`src/hdl/rlpe_pkg.sv`:
```
// ----------------------------------------------------------------------------
// rlpe_pkg
// shared types, constants and helpers of the rgb led pwm bit encoder
// ----------------------------------------------------------------------------
`default_nettype none

package rlpe_pkg;

  localparam int unsigned CHAN_W        = 8;
  localparam int unsigned BRIGHT_W      = 7;
  localparam int unsigned DUTY_W        = 16;
  localparam int unsigned SLOT_W        = 6;
  localparam int unsigned WORD_W        = 3 * CHAN_W;
  localparam int unsigned BIT_CNT_W     = 5;
  localparam int unsigned PROD_W        = CHAN_W + BRIGHT_W;
  localparam int unsigned CFG_DATA_W    = 16;
  localparam int unsigned CFG_IDX_W     = 2;

  localparam logic [BRIGHT_W-1:0]  PERCENT_FULL    = 7'd100;
  localparam logic [SLOT_W-1:0]    MAX_RESET_SLOTS = 6'd40;
  localparam logic [BIT_CNT_W-1:0] TOP_BIT         = 5'd23;

  // reciprocal of 100 scaled by 2^19, exact for products up to 255 * 100
  localparam int unsigned RECIP_W     = 13;
  localparam int unsigned RECIP_SHIFT = 19;
  localparam logic [RECIP_W-1:0] RECIP_100 = 13'd5243;
  localparam int unsigned MUL_W = PROD_W + RECIP_W;

  typedef enum logic [CFG_IDX_W-1:0] {
    REG_BRIGHTNESS = 2'd0,
    REG_DUTY_ONE   = 2'd1,
    REG_DUTY_ZERO  = 2'd2,
    REG_SLOTS      = 2'd3
  } reg_idx_t;

  typedef struct packed {
    logic [DUTY_W-1:0] duty_one;
    logic [DUTY_W-1:0] duty_zero;
    logic [SLOT_W-1:0] slots;
  } ser_cfg_t;

  typedef struct packed {
    logic [WORD_W-1:0] grb;
    logic              last;
  } led_word_t;

  function automatic logic [CHAN_W-1:0] div100(input logic [PROD_W-1:0] p);
    logic [MUL_W-1:0] m;
    m = MUL_W'(p) * MUL_W'(RECIP_100);
    return m[RECIP_SHIFT +: CHAN_W];
  endfunction

endpackage

`default_nettype wire

```
`src/hdl/rlpe_scale.sv`:
```
// ----------------------------------------------------------------------------
// rlpe_scale
// two-stage brightness scaler: channel times percent, then divide by 100
// ----------------------------------------------------------------------------
`default_nettype none

module rlpe_scale (
  input  wire logic                            clk,
  input  wire logic                            rst,
  input  wire logic [rlpe_pkg::BRIGHT_W-1:0]   brightness,
  input  wire logic                            in_valid,
  output logic                                 in_ready,
  input  wire logic [rlpe_pkg::CHAN_W-1:0]     red,
  input  wire logic [rlpe_pkg::CHAN_W-1:0]     green,
  input  wire logic [rlpe_pkg::CHAN_W-1:0]     blue,
  input  wire logic                            final_led,
  output logic                                 out_valid,
  input  wire logic                            out_ready,
  output rlpe_pkg::led_word_t                  out_word
);
  import rlpe_pkg::*;

  logic              s1_valid;
  logic [PROD_W-1:0] p_red;
  logic [PROD_W-1:0] p_green;
  logic [PROD_W-1:0] p_blue;
  logic              s1_last;

  logic              s2_valid;
  led_word_t         s2_word;

  logic              s1_ready;
  logic              s2_ready;
  logic              take;

  assign s2_ready = !s2_valid || out_ready;
  assign s1_ready = !s1_valid || s2_ready;
  assign in_ready = s1_ready;
  assign take     = in_valid && s1_ready;

  // stage 1: products
  always_ff @(posedge clk) begin
    if (rst) begin
      s1_valid <= 1'b0;
    end else if (s1_ready) begin
      s1_valid <= in_valid;
    end
  end

  always_ff @(posedge clk) begin
    if (take) begin
      p_red   <= PROD_W'(red) * PROD_W'(brightness);
      p_green <= PROD_W'(green) * PROD_W'(brightness);
      p_blue  <= PROD_W'(blue) * PROD_W'(brightness);
      s1_last <= final_led;
    end
  end

  // stage 2: divide by 100 and pack as green, red, blue
  always_ff @(posedge clk) begin
    if (rst) begin
      s2_valid <= 1'b0;
    end else if (s2_ready) begin
      s2_valid <= s1_valid;
    end
  end

  always_ff @(posedge clk) begin
    if (s2_ready && s1_valid) begin
      s2_word.grb  <= {div100(p_green), div100(p_red), div100(p_blue)};
      s2_word.last <= s1_last;
    end
  end

  assign out_valid = s2_valid;
  assign out_word  = s2_word;

endmodule

`default_nettype wire

```
`src/hdl/rlpe_serial.sv`:
```
// ----------------------------------------------------------------------------
// rlpe_serial
// word buffer and bit serialiser: one duty value per cycle, with a final word followed by reset slots
// ----------------------------------------------------------------------------
`default_nettype none

module rlpe_serial (
  input  wire logic                          clk,
  input  wire logic                          rst,
  input  wire rlpe_pkg::ser_cfg_t            cfg,
  input  wire logic                          in_valid,
  output logic                               in_ready,
  input  wire rlpe_pkg::led_word_t           in_word,
  output logic                               strobe,
  output logic [rlpe_pkg::DUTY_W-1:0]        duty_value,
  output logic                               end_of_run
);
  import rlpe_pkg::*;

  logic                 buf_valid;
  led_word_t            buf_word;

  logic                 active;
  logic                 in_slot;
  logic [WORD_W-1:0]    shreg;
  logic [BIT_CNT_W-1:0] bit_cnt;
  logic [SLOT_W-1:0]    slot_left;

  logic                 finish;
  logic                 load;
  logic                 buf_ready;

  always_comb begin
    if (in_slot) begin
      duty_value = '0;
      end_of_run = (slot_left == SLOT_W'(1));
    end else begin
      duty_value = shreg[WORD_W-1] ? cfg.duty_one : cfg.duty_zero;
      end_of_run = (bit_cnt == TOP_BIT) && (slot_left == '0);
    end
  end

  assign strobe    = active;
  assign finish    = active && end_of_run;
  assign load      = buf_valid && (!active || finish);
  assign buf_ready = !buf_valid || load;
  assign in_ready  = buf_ready;

  // single-entry buffer so the scaler keeps going while a word is shifted out
  always_ff @(posedge clk) begin
    if (rst) begin
      buf_valid <= 1'b0;
    end else if (buf_ready) begin
      buf_valid <= in_valid;
    end
  end

  always_ff @(posedge clk) begin
    if (buf_ready && in_valid) begin
      buf_word <= in_word;
    end
  end

  always_ff @(posedge clk) begin
    if (rst) begin
      active  <= 1'b0;
      in_slot <= 1'b0;
    end else if (load) begin
      active  <= 1'b1;
      in_slot <= 1'b0;
    end else if (finish) begin
      active  <= 1'b0;
      in_slot <= 1'b0;
    end else if (active && !in_slot && bit_cnt == TOP_BIT) begin
      in_slot <= 1'b1;
    end
  end

  always_ff @(posedge clk) begin
    if (load) begin
      shreg     <= buf_word.grb;
      bit_cnt   <= '0;
      slot_left <= buf_word.last ? cfg.slots : '0;
    end else if (active) begin
      if (in_slot) begin
        slot_left <= slot_left - SLOT_W'(1);
      end else if (bit_cnt != TOP_BIT) begin
        shreg   <= {shreg[WORD_W-2:0], 1'b0};
        bit_cnt <= bit_cnt + BIT_CNT_W'(1);
      end
    end
  end

  a_bit_range: assert property (@(posedge clk) disable iff (rst)
    active |-> bit_cnt <= TOP_BIT)
    else $error("bit counter past the last bit");

  a_slot_live: assert property (@(posedge clk) disable iff (rst)
    active && in_slot |-> slot_left != '0)
    else $error("reset slot phase with no slots left");

  a_drain: assert property (@(posedge clk) disable iff (rst)
    finish && !buf_valid |=> !active)
    else $error("serialiser kept running after its last result");

  a_load: assert property (@(posedge clk) disable iff (rst)
    load |=> active && !in_slot && bit_cnt == '0)
    else $error("word load did not restart the bit sequence");

endmodule

`default_nettype wire

```
`src/hdl/rgb_led_pwm_bit_encoder.sv`:
```
// ----------------------------------------------------------------------------
// rgb_led_pwm_bit_encoder
// ws2812 style pwm bit encoder with brightness scaling and reset slots
// ----------------------------------------------------------------------------
// An item (red, green, blue, final_led) is taken at a clock edge where start
// is high and busy is low. Each channel is scaled by the brightness percent,
// packed green-red-blue and sent msb first as one duty value per cycle on
// duty_value, marked by strobe. After an item with final_led set, the
// configured number of zero-duty reset slots follows. end_of_run marks the
// last result of each item. The receiver cannot stall: every strobe cycle
// is a delivered result.
// The first result of an item passes the multiply stage, the divide-by-100
// stage and the word buffer before the serialiser loads it, when the
// serialiser is free. It gives one result per cycle, so an item holds it while
// its 24 bits, plus the reset slots with final_led set, are sent; the serialiser
// sets the rate and busy rises once the scaler stages and buffer are full.
// Registers are written via wr_en, wr_index, wr_data; brightness and slots
// take the low 7 and 6 bits of wr_data, clamped to 100 and 40. Synchronous
// reset (rst) empties the pipeline, sets brightness 100, duties 0, 40 reset slots.
// ----------------------------------------------------------------------------
`default_nettype none

module rgb_led_pwm_bit_encoder (
  input  wire logic                              clk,
  input  wire logic                              rst,
  input  wire logic                              wr_en,
  input  wire logic [rlpe_pkg::CFG_IDX_W-1:0]    wr_index,
  input  wire logic [rlpe_pkg::CFG_DATA_W-1:0]   wr_data,
  input  wire logic                              start,
  output logic                                   busy,
  input  wire logic [rlpe_pkg::CHAN_W-1:0]       red,
  input  wire logic [rlpe_pkg::CHAN_W-1:0]       green,
  input  wire logic [rlpe_pkg::CHAN_W-1:0]       blue,
  input  wire logic                              final_led,
  output logic                                   strobe,
  output logic [rlpe_pkg::DUTY_W-1:0]            duty_value,
  output logic                                   end_of_run
);
  import rlpe_pkg::*;

  logic [BRIGHT_W-1:0] brightness_percent;
  ser_cfg_t            ser_cfg;

  logic [BRIGHT_W-1:0] wr_bright;
  logic [SLOT_W-1:0]   wr_slots;

  logic                in_ready;
  logic                word_valid;
  logic                word_ready;
  led_word_t           word;

  assign wr_bright = wr_data[BRIGHT_W-1:0];
  assign wr_slots  = wr_data[SLOT_W-1:0];

  always_ff @(posedge clk) begin
    if (rst) begin
      brightness_percent <= PERCENT_FULL;
      ser_cfg.duty_one   <= '0;
      ser_cfg.duty_zero  <= '0;
      ser_cfg.slots      <= MAX_RESET_SLOTS;
    end else if (wr_en) begin
      case (reg_idx_t'(wr_index))
        REG_BRIGHTNESS: begin
          brightness_percent <= (wr_bright > PERCENT_FULL) ? PERCENT_FULL : wr_bright;
        end
        REG_DUTY_ONE: begin
          ser_cfg.duty_one <= wr_data[DUTY_W-1:0];
        end
        REG_DUTY_ZERO: begin
          ser_cfg.duty_zero <= wr_data[DUTY_W-1:0];
        end
        REG_SLOTS: begin
          ser_cfg.slots <= (wr_slots > MAX_RESET_SLOTS) ? MAX_RESET_SLOTS : wr_slots;
        end
        default: begin
        end
      endcase
    end
  end

  assign busy = !in_ready;

  rlpe_scale u_scale (
    .clk        (clk),
    .rst        (rst),
    .brightness (brightness_percent),
    .in_valid   (start),
    .in_ready   (in_ready),
    .red        (red),
    .green      (green),
    .blue       (blue),
    .final_led  (final_led),
    .out_valid  (word_valid),
    .out_ready  (word_ready),
    .out_word   (word)
  );

  rlpe_serial u_serial (
    .clk        (clk),
    .rst        (rst),
    .cfg        (ser_cfg),
    .in_valid   (word_valid),
    .in_ready   (word_ready),
    .in_word    (word),
    .strobe     (strobe),
    .duty_value (duty_value),
    .end_of_run (end_of_run)
  );

endmodule

`default_nettype wire
```
`config.mk`:
```
export PLATFORM = sky130hd
export DESIGN_NAME = rgb_led_pwm_bit_encoder
export DESIGN_NICKNAME = d
export VERILOG_FILES = /design/src/hdl/rlpe_pkg.sv /design/src/hdl/rlpe_scale.sv /design/src/hdl/rlpe_serial.sv /design/src/hdl/rgb_led_pwm_bit_encoder.sv
export SDC_FILE = /design/constraint.sdc
export NUM_CORES = 1
export LEC_CHECK = 0
export BUFFER_PORTS_ARGS = -buffer_cell sky130_fd_sc_hd__buf_2
export CELL_PAD_IN_SITES_DETAIL_PLACEMENT = 2
export CELL_PAD_IN_SITES_GLOBAL_PLACEMENT = 2
export CORE_AREA = 10 10 239 241
export CTS_CLUSTER_SIZE = 24
export DETAILED_ROUTE_END_ITERATION = 12
export DIE_AREA = 0 0 249 251
export HOLD_SLACK_MARGIN = 0.06
export PLACE_DENSITY = 0.88
export SETUP_SLACK_MARGIN = 0.3
export SYNTH_ARGS = -nofsm -noshare
export SYNTH_HDL_FRONTEND = slang
export SYNTH_SLANG_ARGS = --single-unit
```
`constraint.sdc`:
```
create_clock -name clk -period 6.2 [get_ports clk]
set_clock_uncertainty 0.2 [all_clocks]
set_input_delay 0.62 -clock clk [delete_from_list [all_inputs] [get_ports clk]]
set_output_delay 0.62 -clock clk [all_outputs]
set_load 0.1 [all_outputs]
```
# Word-level counts from Yosys, hierarchy flattened
# Cells that the tools add are included.
# totals
n_memories	0
out_inout_bits	19
reg_bits	181
romBits	0
latch_bits	0
ramBits	0
inputBits	47
wordCells	85
# op_classes
add_sub_neg	2
n_bitwise	1
order_cmp	2
n_reduce_logical	32
n_mux	15
eq_ne	7
shift	0
div	0
mul	6
# op_table
cell	n
2-to-1 mux 24 bit	4
multiplier 15 x 13 -> 27 bit, second input constant	3
multiplier 8 x 7 -> 15 bit	3
2-to-1 mux 16 bit	2
2-to-1 mux 6 bit	5
AND reduction 2 bit	5
logical AND 1 bit	8
nonzero test 2 bit	4
> comparator 7 bit, second input constant	1
2-to-1 mux 7 bit	1
== test 6 x 1 -> 1 bit, second input constant	1
> comparator 6 bit, second input constant	1
zero test 1 bit	6
zero test 6 bit	1
AND reduction 3 bit	2
subtractor 6 x 1 -> 6 bit, second input constant	1
adder 5 x 1 -> 5 bit, second input constant	1
== test 5 bit, second input constant	1
inequality test 5 bit, second input constant	1
== test 2 bit, second input constant	2
logical OR 1 bit	4
2-to-1 mux 1 bit	3
OR reduction 3 bit	1
== test 2 x 1 -> 1 bit, second input constant	1
other kinds (3)	3

# Depth between registers and ports, before layout
# Gate-level depths: netlist of the first run.
# depth
ltp_word	10
mapped_depth	18
mapped_depth_nobuf	18

# Hierarchy
# From an unflattened synthesis of the first run, not the netlist that was laid out.
# unflattened
hier_cells	2124
area_unflattened_um2	22132.5
# by_module_without_submodules
mod	seq_area_each_um2	cells_each	area_each_um2	n_inst
rlpe_scale	2172.1	1725	17653.2	1
rlpe_serial	1811.7	193	2805.2	1
rgb_led_pwm_bit_encoder	900.9	206	1674.1	1

# Least setup slack after synthesis of the first run
# No wires, ideal clock.
# synth_path
path_kind	reg-to-reg
startpoint	reg u_scale.p_blue[12]
endpoint	reg u_scale.s2_word, in the netlist u_scale.out_word[8], data pin
setup_time_ns	0.266
n_path_buf	0
arrival_ns	4.601
synth_period_minus_slack_ns	5.067
path_stages_with_launch	16
setup_slack_ns	1.133
required_ns	5.734
path_cell_list	edfxtp_1 > ha_1 > fa_1 > fa_1 > fa_1 > inv_1 > fa_1 > inv_1 > ha_1 > a21oi_1 > o21ai_0 > a311o_1 > a31o_1 > o41ai_4 > mux2i_1 > nand4_1
# synth_via
elab_chain_cells	1
# synth_rtl
item	line_no	rtl
start, declared	rlpe_scale.sv:26	logic [PROD_W-1:0] p_blue;
start signal, assigned	rlpe_scale.sv:54	p_blue <= PROD_W'(blue) * PROD_W'(brightness);
multiplier 15 x 13 -> 27 bit	rlpe_pkg.sv:49	m = MUL_W'(p) * MUL_W'(RECIP_100);
end, declared	rlpe_scale.sv:30	led_word_t s2_word;
# Every way passes these cells.
# A chain may end at the register's enable or synchronous reset.

# Final worst setup path of the first run
# layout_path
startpoint	reg u_scale.p_green[9]
endpoint	reg u_scale.s2_word, in the netlist u_scale.out_word[24], data pin
# layout_via
elab_chain_cells	1
# layout_rtl
item	line_no	rtl
start, declared	rlpe_scale.sv:25	logic [PROD_W-1:0] p_green;
start signal, assigned	rlpe_scale.sv:53	p_green <= PROD_W'(green) * PROD_W'(brightness);
multiplier 15 x 13 -> 27 bit	rlpe_pkg.sv:49	
# Every way passes these cells.

==> metrics.md, run 1 <==
| Metric | Value |
|---|---|
| Proportion of layout cells with a drive suffix above 1 | `7.112%` |
| Relative slew slack | `13.68%` |
| Syn nets | `slightly below 3,000` |
| CTS tree | `yes` |
| Post-Syn Area | `about 0.022 mm²` |
| First-pass GRT wire length | `130.0 mm` |
| Max-cap violations | `0` |
| Final Setup Violations | `0` |
| Number of detailed-route iterations in the first pass | `5` |
| # IOs | `66` |
| Total Wirelength | `slightly below 100 mm` |
| DRC | `0` |
| Slew @ Worst Pin | `approximately 1.3 ns` |
| R2r setup slk | `~0.033 ns` |
| Synth Flop Type | `edfxtp_1` |
| Worst Setup Slack, final | `0.03312 ns` |
| Vias | `17,995` |
| Cell variety after synth | `56` |
| Fin nets | `approximately 3,000` |
| Arr. time, crit path | `slightly above 6 ns` |
| Worst-Skew Late Latency | `0.50 ns` |
| Die ar. | `0.06250 mm²` |
| CTS max path bufs | `2` |
| Share of the yosys chip area belonging to registers | `22.01%` |
| Minimum clock period | `slightly above 6 ns` |
| Dpl hpwl | `between 60 and 70 mm` |
| Max-slew violations | `0` |
| CP Launch Type | `flip-flop` |
| Type of the worst setup path | `flip-flop to flip-flop` |
| Most common cell after layout, fill and taps aside | `inv_1` |
| Placement Setup Slack | `around 0.50 ns` |
| Hold Crit Class | `input pin to flip-flop` |
| Commonest cells after routing, fill and taps aside | `inv_1, ha_1, fa_1` |
| Area Growth Syn to Fin | `9.298%` |
| Top-area cell type share of the netlist area | `26.25%` |
| Vias in the first global route | `between 20,000 and 25,000` |
| Crit. End Element | `flip-flop` |
| Synth Register Bits | `181` |
| Worst-path maximum fanout | `5` |
| Clock root cell | `clkbuf_16` |
| Post-synth EDFFs | `roughly 130` |
| Total GRT Usage | `a little over a quarter` |
| Post-synth ARST share | `0%` |
| Avg Inst Size Synth | `10.01 µm²` |
| Die height | `about 250 µm` |
| Port Buf Inserts | `65` |
| Global route overflow | `0` |
| Max Fclk | `around 160 MHz` |
| Synth Instances | `2,216` |
| Sink Count | `between 150 and 200` |
| Synth area leader | `fa_1` |
| Chip Width | `about 250 µm` |
| Clock slew seen by the registers of the worst setup and hold paths | `approximately 0.080 ns` |
| Antenna violations before repair | `2` |
| Number of core rows | `84` |
| Fin Setup TNS | `0 ns` |
| Drt initial violations | `1,521` |
| Status | `finished, final reports clean` |
| Largest net degree at the start of global routing | `a little over 50` |
| Yosys warns | `0` |
| Final Hold Viols | `0` |
| Wirelength per Cell | `32.70 µm` |
| CTS buffer count | `17` |
| Period utilisation layout | `roughly 100%` |
| Worst EP required | `6.23 ns` |
| Vias per inst | `5.980` |
| DRT antenna net count | `0` |
| Synth area leaders | `fa_1, ha_1, edfxtp_1` |
| Placer Congestion | `just under 0.9` |
| Max H-tree Level | `4` |
| Core Area | `roughly 0.052 mm²` |
| Initial Utilization | `42.48%` |
synthesized netlist by cell type (3+ instances only):
cell type  instances
a211o_1            4
a211oi_1           3
a21o_1            27
a21oi_1          110
a22oi_1            4
a31oi_1            3
and2_1           102
and3_1             6
buf_2              4
clkbuf_1          37
dfxtp_1           55
edfxtp_1         126
fa_1             291
ha_1             396
inv_1            511
mux2i_1           18
nand2_1          240
nand2b_1           6
nand3_1           22
nand3b_1           4
nand4_1           11
nor2_1            57
nor2b_1            6
nor3_1            12
o211ai_1           3
o21a_1             7
o21ai_0           25
o21ai_1            3
o21bai_1          10
or2_2              4
xnor2_1           49
xor2_1            27
what timing repair did:
item                                    in CTS  in global routing
buffers inserted                             6                 28
gates resized for setup                      3                  7
pin swaps                                    0                  1
hold buffers                                 0                  0
endpoints found under the setup margin       4                  8
path summary, 6_finish.rpt:
path | from | to | depth (start not counted)
max | u_scale.p_green[9]$_DFFE_PP_ | u_scale.out_word[24]$_DFFE_PP_ | 18
min | final_led | u_scale.s1_last$_DFFE_PP_ | 1
max reg2reg | u_scale.p_green[9]$_DFFE_PP_ | u_scale.out_word[24]$_DFFE_PP_ | 18
min reg2reg | u_scale.out_word[18]$_DFFE_PP_ | u_serial.buf_word[18]$_DFFE_PP_ | 0
cell families (layout without fill, tap and decap cells):
| group | after synthesis | in the layout | synth area share (%) |
|---|---|---|---|
| buf+inv | 553 | 657 | 9.377 |
| simple gates | 481 | 481 | 10.12 |
| fa+ha+maj | 687 | 687 | 48.58 |
| xor+xnor | 76 | 76 | 3.000 |
| other cells | 0 | 1 | 0 |
| flops | 181 | 181 | 22.01 |
| mux | 18 | 18 | 0.8119 |
| compound gates | 220 | 220 | 6.101 |
critical path, stage by stage, from the launching register on:
cell and delay (ns):
edfxtp_1 0.56, fa_1 0.55, ha_1 0.36, inv_1 0.08
fa_1 0.67, inv_1 0.18, fa_1 0.57, inv_1 0.10
fa_1 0.52, inv_1 0.07, ha_1 0.36, nand4_1 0.18
o22ai_1 0.12, o32ai_1 0.36, a21oi_2 0.12, a211o_1 0.33
a21o_1 0.24, a21oi_1 0.22, xnor2_1 0.11
registers in the layout (all words and copies together), names as in the netlist:
name and cells:
u_serial.slot_left 6, u_serial.bit_cnt 5, u_scale.out_valid 1, u_scale.s1_last 1
u_serial.strobe 1, u_scale.out_word 25, ser_cfg 38, u_serial.buf_valid 1
u_serial.in_slot 1, u_serial.shreg 24, u_scale.p_green 15, u_scale.s1_valid 1
u_scale.p_red 15, brightness_percent 7, u_serial.buf_word 25, u_scale.p_blue 15
per-stage QoR:
step	cells	hold WS, ns	util, %	area (µm²)
3_3_place_gp	2942	0.2011	44.69	23350
6_report	3009	0.1141	46.43	24250
2_1_floorplan	2216	0.2003	-	22190
5_1_grt	3009	0.1070	46.43	24250
3_5_place_dp	2942	0.2105	44.69	23350
4_1_cts	2980	0.1106	45.99	24020
per-layer routing:
layer | vias up | GRT usage (%) | wire length, µm
li1 | 7203 | - | -
met1 | 9339 | 28.79 | 35110
met2 | 1008 | 50.00 | 49700
met3 | 443 | 4.927 | 5946
met4 | 2 | 15.03 | 7613
met5 | - | 0 | 19
area by class of cell:
type / instances / area, µm²
fillers: 5383 / 27980
multi-input cells: 1482 / 15260
flip-flops and latches: 181 / 4890
inverters: 511 / 1918
well taps: 688 / 860.8
repair buffers: 114 / 693.2
clock buffers: 19 / 475.5
clock inverters: 13 / 152.6
diodes: 1 / 2.502
Power of run 1 is not shown: default switching activity piles up to over one toggle a cycle in this logic, so the estimate is an artifact.
==> run 2, diff against run 1 <==
--- a/config.mk
+++ b/config.mk
@@ -12,6 +12,7 @@
 export CTS_CLUSTER_SIZE = 24
 export DETAILED_ROUTE_END_ITERATION = 12
 export DIE_AREA = 0 0 249 251
+export GPL_TIMING_DRIVEN = 0
 export HOLD_SLACK_MARGIN = 0.06
 export PLACE_DENSITY = 0.88
 export SETUP_SLACK_MARGIN = 0.3
==> run 2 against run 1 <==
  * The run now ends with setup timing left
  * Sequential share of layout area is 0.38 points lower
  * Setup slack lost 0.084 ns
  * Global-route usage up 3.1 points
  * Critical path type unchanged
  * Largest cell class unchanged
  * Highest routed layer unchanged
==> metrics.md, run 2 (synthesis results as in run 1) <==
| Metric | Value |
|---|---|
| Status | `finished with violations (was finished, final reports clean)` |
| Failing checks | `setup timing` |
| Most common cell after layout, fill and taps aside | `inv_1 (unchanged)` |
| Period utilisation layout | `100.8% (was 99.47%)` |
| Area Growth Syn to Fin | `11.36% (was 9.298%)` |
| Final Hold Viols | `0 (unchanged)` |
| Die ar. | `0.06250 mm² (unchanged)` |
| Type of the worst setup path | `flip-flop to flip-flop (unchanged)` |
| Slew @ Worst Pin | `1.139 ns (was 1.293 ns)` |
| Worst-Skew Late Latency | `0.52 ns (was 0.50 ns)` |
| Vias | `19,048 (was 17,995)` |
| Hold_ws | `0.09940 ns (was 0.1141 ns)` |
| Sink Count | `181 (unchanged)` |
| DRT antenna net count | `0 (unchanged)` |
| Placer Congestion | `0.8733 (was 0.8697)` |
| Vias in the first global route | `21,716 (was 20,795)` |
| Worst Setup Slack, final | `-0.05041 ns (was 0.03312 ns)` |
| Clock slew seen by the registers of the worst setup and hold paths | `0.10 ns (was 0.08 ns)` |
| Core Area | `0.05224 mm² (unchanged)` |
| Total Wirelength | `113.7 mm (was 98.39 mm)` |
| Proportion of layout cells with a drive suffix above 1 | `8.776% (was 7.112%)` |
| Fin nets | `3,091 (was 3,041)` |
| Vias per inst | `6.227 (was 5.980)` |
| Total GRT Usage | `30.22% (was 27.11%)` |
| Max H-tree Level | `4 (unchanged)` |
| Largest net degree at the start of global routing | `26 (was 51)` |
| CTS buffer count | `17 (unchanged)` |
| Worst EP required | `6.30 ns (was 6.23 ns)` |
| Slowest stage delay, CP | `0.63 ns (was 0.67 ns)` |
| Hold Crit Class | `input pin to flip-flop (unchanged)` |
| Antenna violations before repair | `3 (was 2)` |
| Max Fclk | `160.0 MHz (was 162.2 MHz)` |
| Relative slew slack | `23.89% (was 13.68%)` |
| Storage cell area | `0.004887 mm² (was 0.004890 mm²)` |
| CTS max path bufs | `2 (unchanged)` |
| # fillers | `5,444 (was 5,383)` |
| Global route overflow | `0 (unchanged)` |
| Max-cap violations | `0 (unchanged)` |
| Number of detailed-route iterations in the first pass | `5 (unchanged)` |
| FF-to-FF Start | `u_scale.p_red[12]$_DFFE_PP_ (was u_scale.p_green[9]$_DFFE_PP_)` |
| Max-slew violations | `0 (unchanged)` |
| CP startpoint | `u_scale.p_red[12]$_DFFE_PP_ (was u_scale.p_green[9]$_DFFE_PP_)` |
| Final Setup Violations | `3 (was 0)` |
| Dpl hpwl | `62.78 mm (was 62.20 mm)` |
| Clock root cell | `clkbuf_16 (unchanged)` |
| Dpl cell area | `0.02344 mm² (was 0.02335 mm²)` |
| Max reg flops | `38 (unchanged)` |
| Number of core rows | `84 (unchanged)` |
| Most used cell, CP | `inv_1` |
| Wirelength per Cell | `37.17 µm (was 32.70 µm)` |
| Minimum clock period | `6.250 ns (was 6.167 ns)` |
| CTS Hold Bufs | `0 (unchanged)` |
| # IOs | `66 (unchanged)` |
| Commonest cells after routing, fill and taps aside | `inv_1, ha_1, fa_1 (unchanged)` |
| Min-delay src | `final_led (unchanged)` |
| Most flop-heavy register | `ser_cfg (unchanged)` |
| CTS tree | `yes (unchanged)` |
| Crit-path cells | `buf_4, ha_1, ha_1, inv_1, fa_1, inv_1, fa_1, inv_1, fa_1, inv_1, ha_1, a21oi_1, nor2b_1, o21ai_0, a21oi_1, o2111ai_2, nand3b_1, buf_4, xor2_1 (was fa_1, ha_1, inv_1, fa_1, inv_1, fa_1, inv_1, fa_1, inv_1, ha_1, nand4_1, o22ai_1, o32ai_1, a21oi_2, a211o_1, a21o_1, a21oi_1, xnor2_1)` |
| Crit. End Element | `flip-flop (unchanged)` |
| Slowest CP cell | `fa_1 (unchanged)` |
| Area occupied by multi-input gates | `0.01546 mm² (was 0.01526 mm²)` |
| Chip Width | `249 µm (unchanged)` |
| Arr. time, crit path | `6.35 ns (was 6.20 ns)` |
| First-pass GRT wire length | `141.6 mm (was 130.0 mm)` |
| Worst-path maximum fanout | `5 (unchanged)` |
| Drt initial violations | `1,774 (was 1,521)` |
| Port Buf Inserts | `63 (was 65)` |
| DRC | `0 (unchanged)` |
| Fin area | `0.02471 mm² (was 0.02425 mm²)` |
| Placement Setup Slack | `0.1536 ns (was 0.5024 ns)` |
| Initial Utilization | `42.48% (unchanged)` |
| CP Launch Type | `flip-flop (unchanged)` |
| Die height | `251 µm (unchanged)` |
[run 2: layout make-up]
type                            instances  area share [%]
Clock inverter                         11          0.4456
Inverter                              511           7.762
Buffer                                 42          0.7038
Timing Repair Buffer                  122           3.377
Clock buffer                           21           1.863
Sequential cell                       181           19.78
Multi-Input combinational cell       1482           62.58
Antenna cell                            1         0.01013
Tap cell                              688           3.484
[run 2: repair_timing]
| item | in CTS | in global routing |
|---|---|---|
| endpoints found under the setup margin | 14 | 15 |
| hold endpoints to repair | 0 | 0 |
| gates resized for setup | 9 | 55 |
| pin swaps | 2 | 10 |
| setup buffers | 15 | 42 |
[run 2: worst paths after layout]
check	endpoint	slack, ns	cells past startpoint
setup / recovery	u_scale.out_word[14]$_DFFE_PP_	-0.05	19
hold / removal	u_scale.s1_last$_DFFE_PP_	0.1	1
setup reg to reg	u_scale.out_word[14]$_DFFE_PP_	-0.05	19
hold reg to reg	u_serial.buf_word[22]$_DFFE_PP_	0.22	0
[run 2: routing by layer]
| metal | track usage (%) | part of all wire [%] | wire, µm | up-vias |
|---|---|---|---|---|
| met2 | 54.47 | 48 | 54720 | 1323 |
| met3 | 5.915 | 7.8 | 8919 | 678 |
| met5 | 0 | 0.0070 | 8 | - |
| met4 | 23.12 | 10 | 11780 | 2 |
| li1 | - | - | - | 7311 |
| met1 | 30.52 | 34 | 38280 | 9734 |
[run 2: critical path: cells and delay by family, from the launching register on]
family,cells,cell delay (ns)
xor gates and xnor gates,1,0.33
and+or+nand+nor,2,0.38
adders and majority gates,6,2.77
AOI/OAI and AO/OA,4,0.87
DFF,1,0.56
buffers and inverters,6,0.90
[run 2: through the flow]
step	setup TNS, ns	std cells	util (%)
after global placement	0	2967	44.73
final	-0.09338	3059	47.31
after global routing	-0.05906	3059	47.31
after detailed placement	0	2969	44.86
after floorplan	0	2216	-
after CTS	0	3016	46.24
Power of run 2 is left out for the same reason.
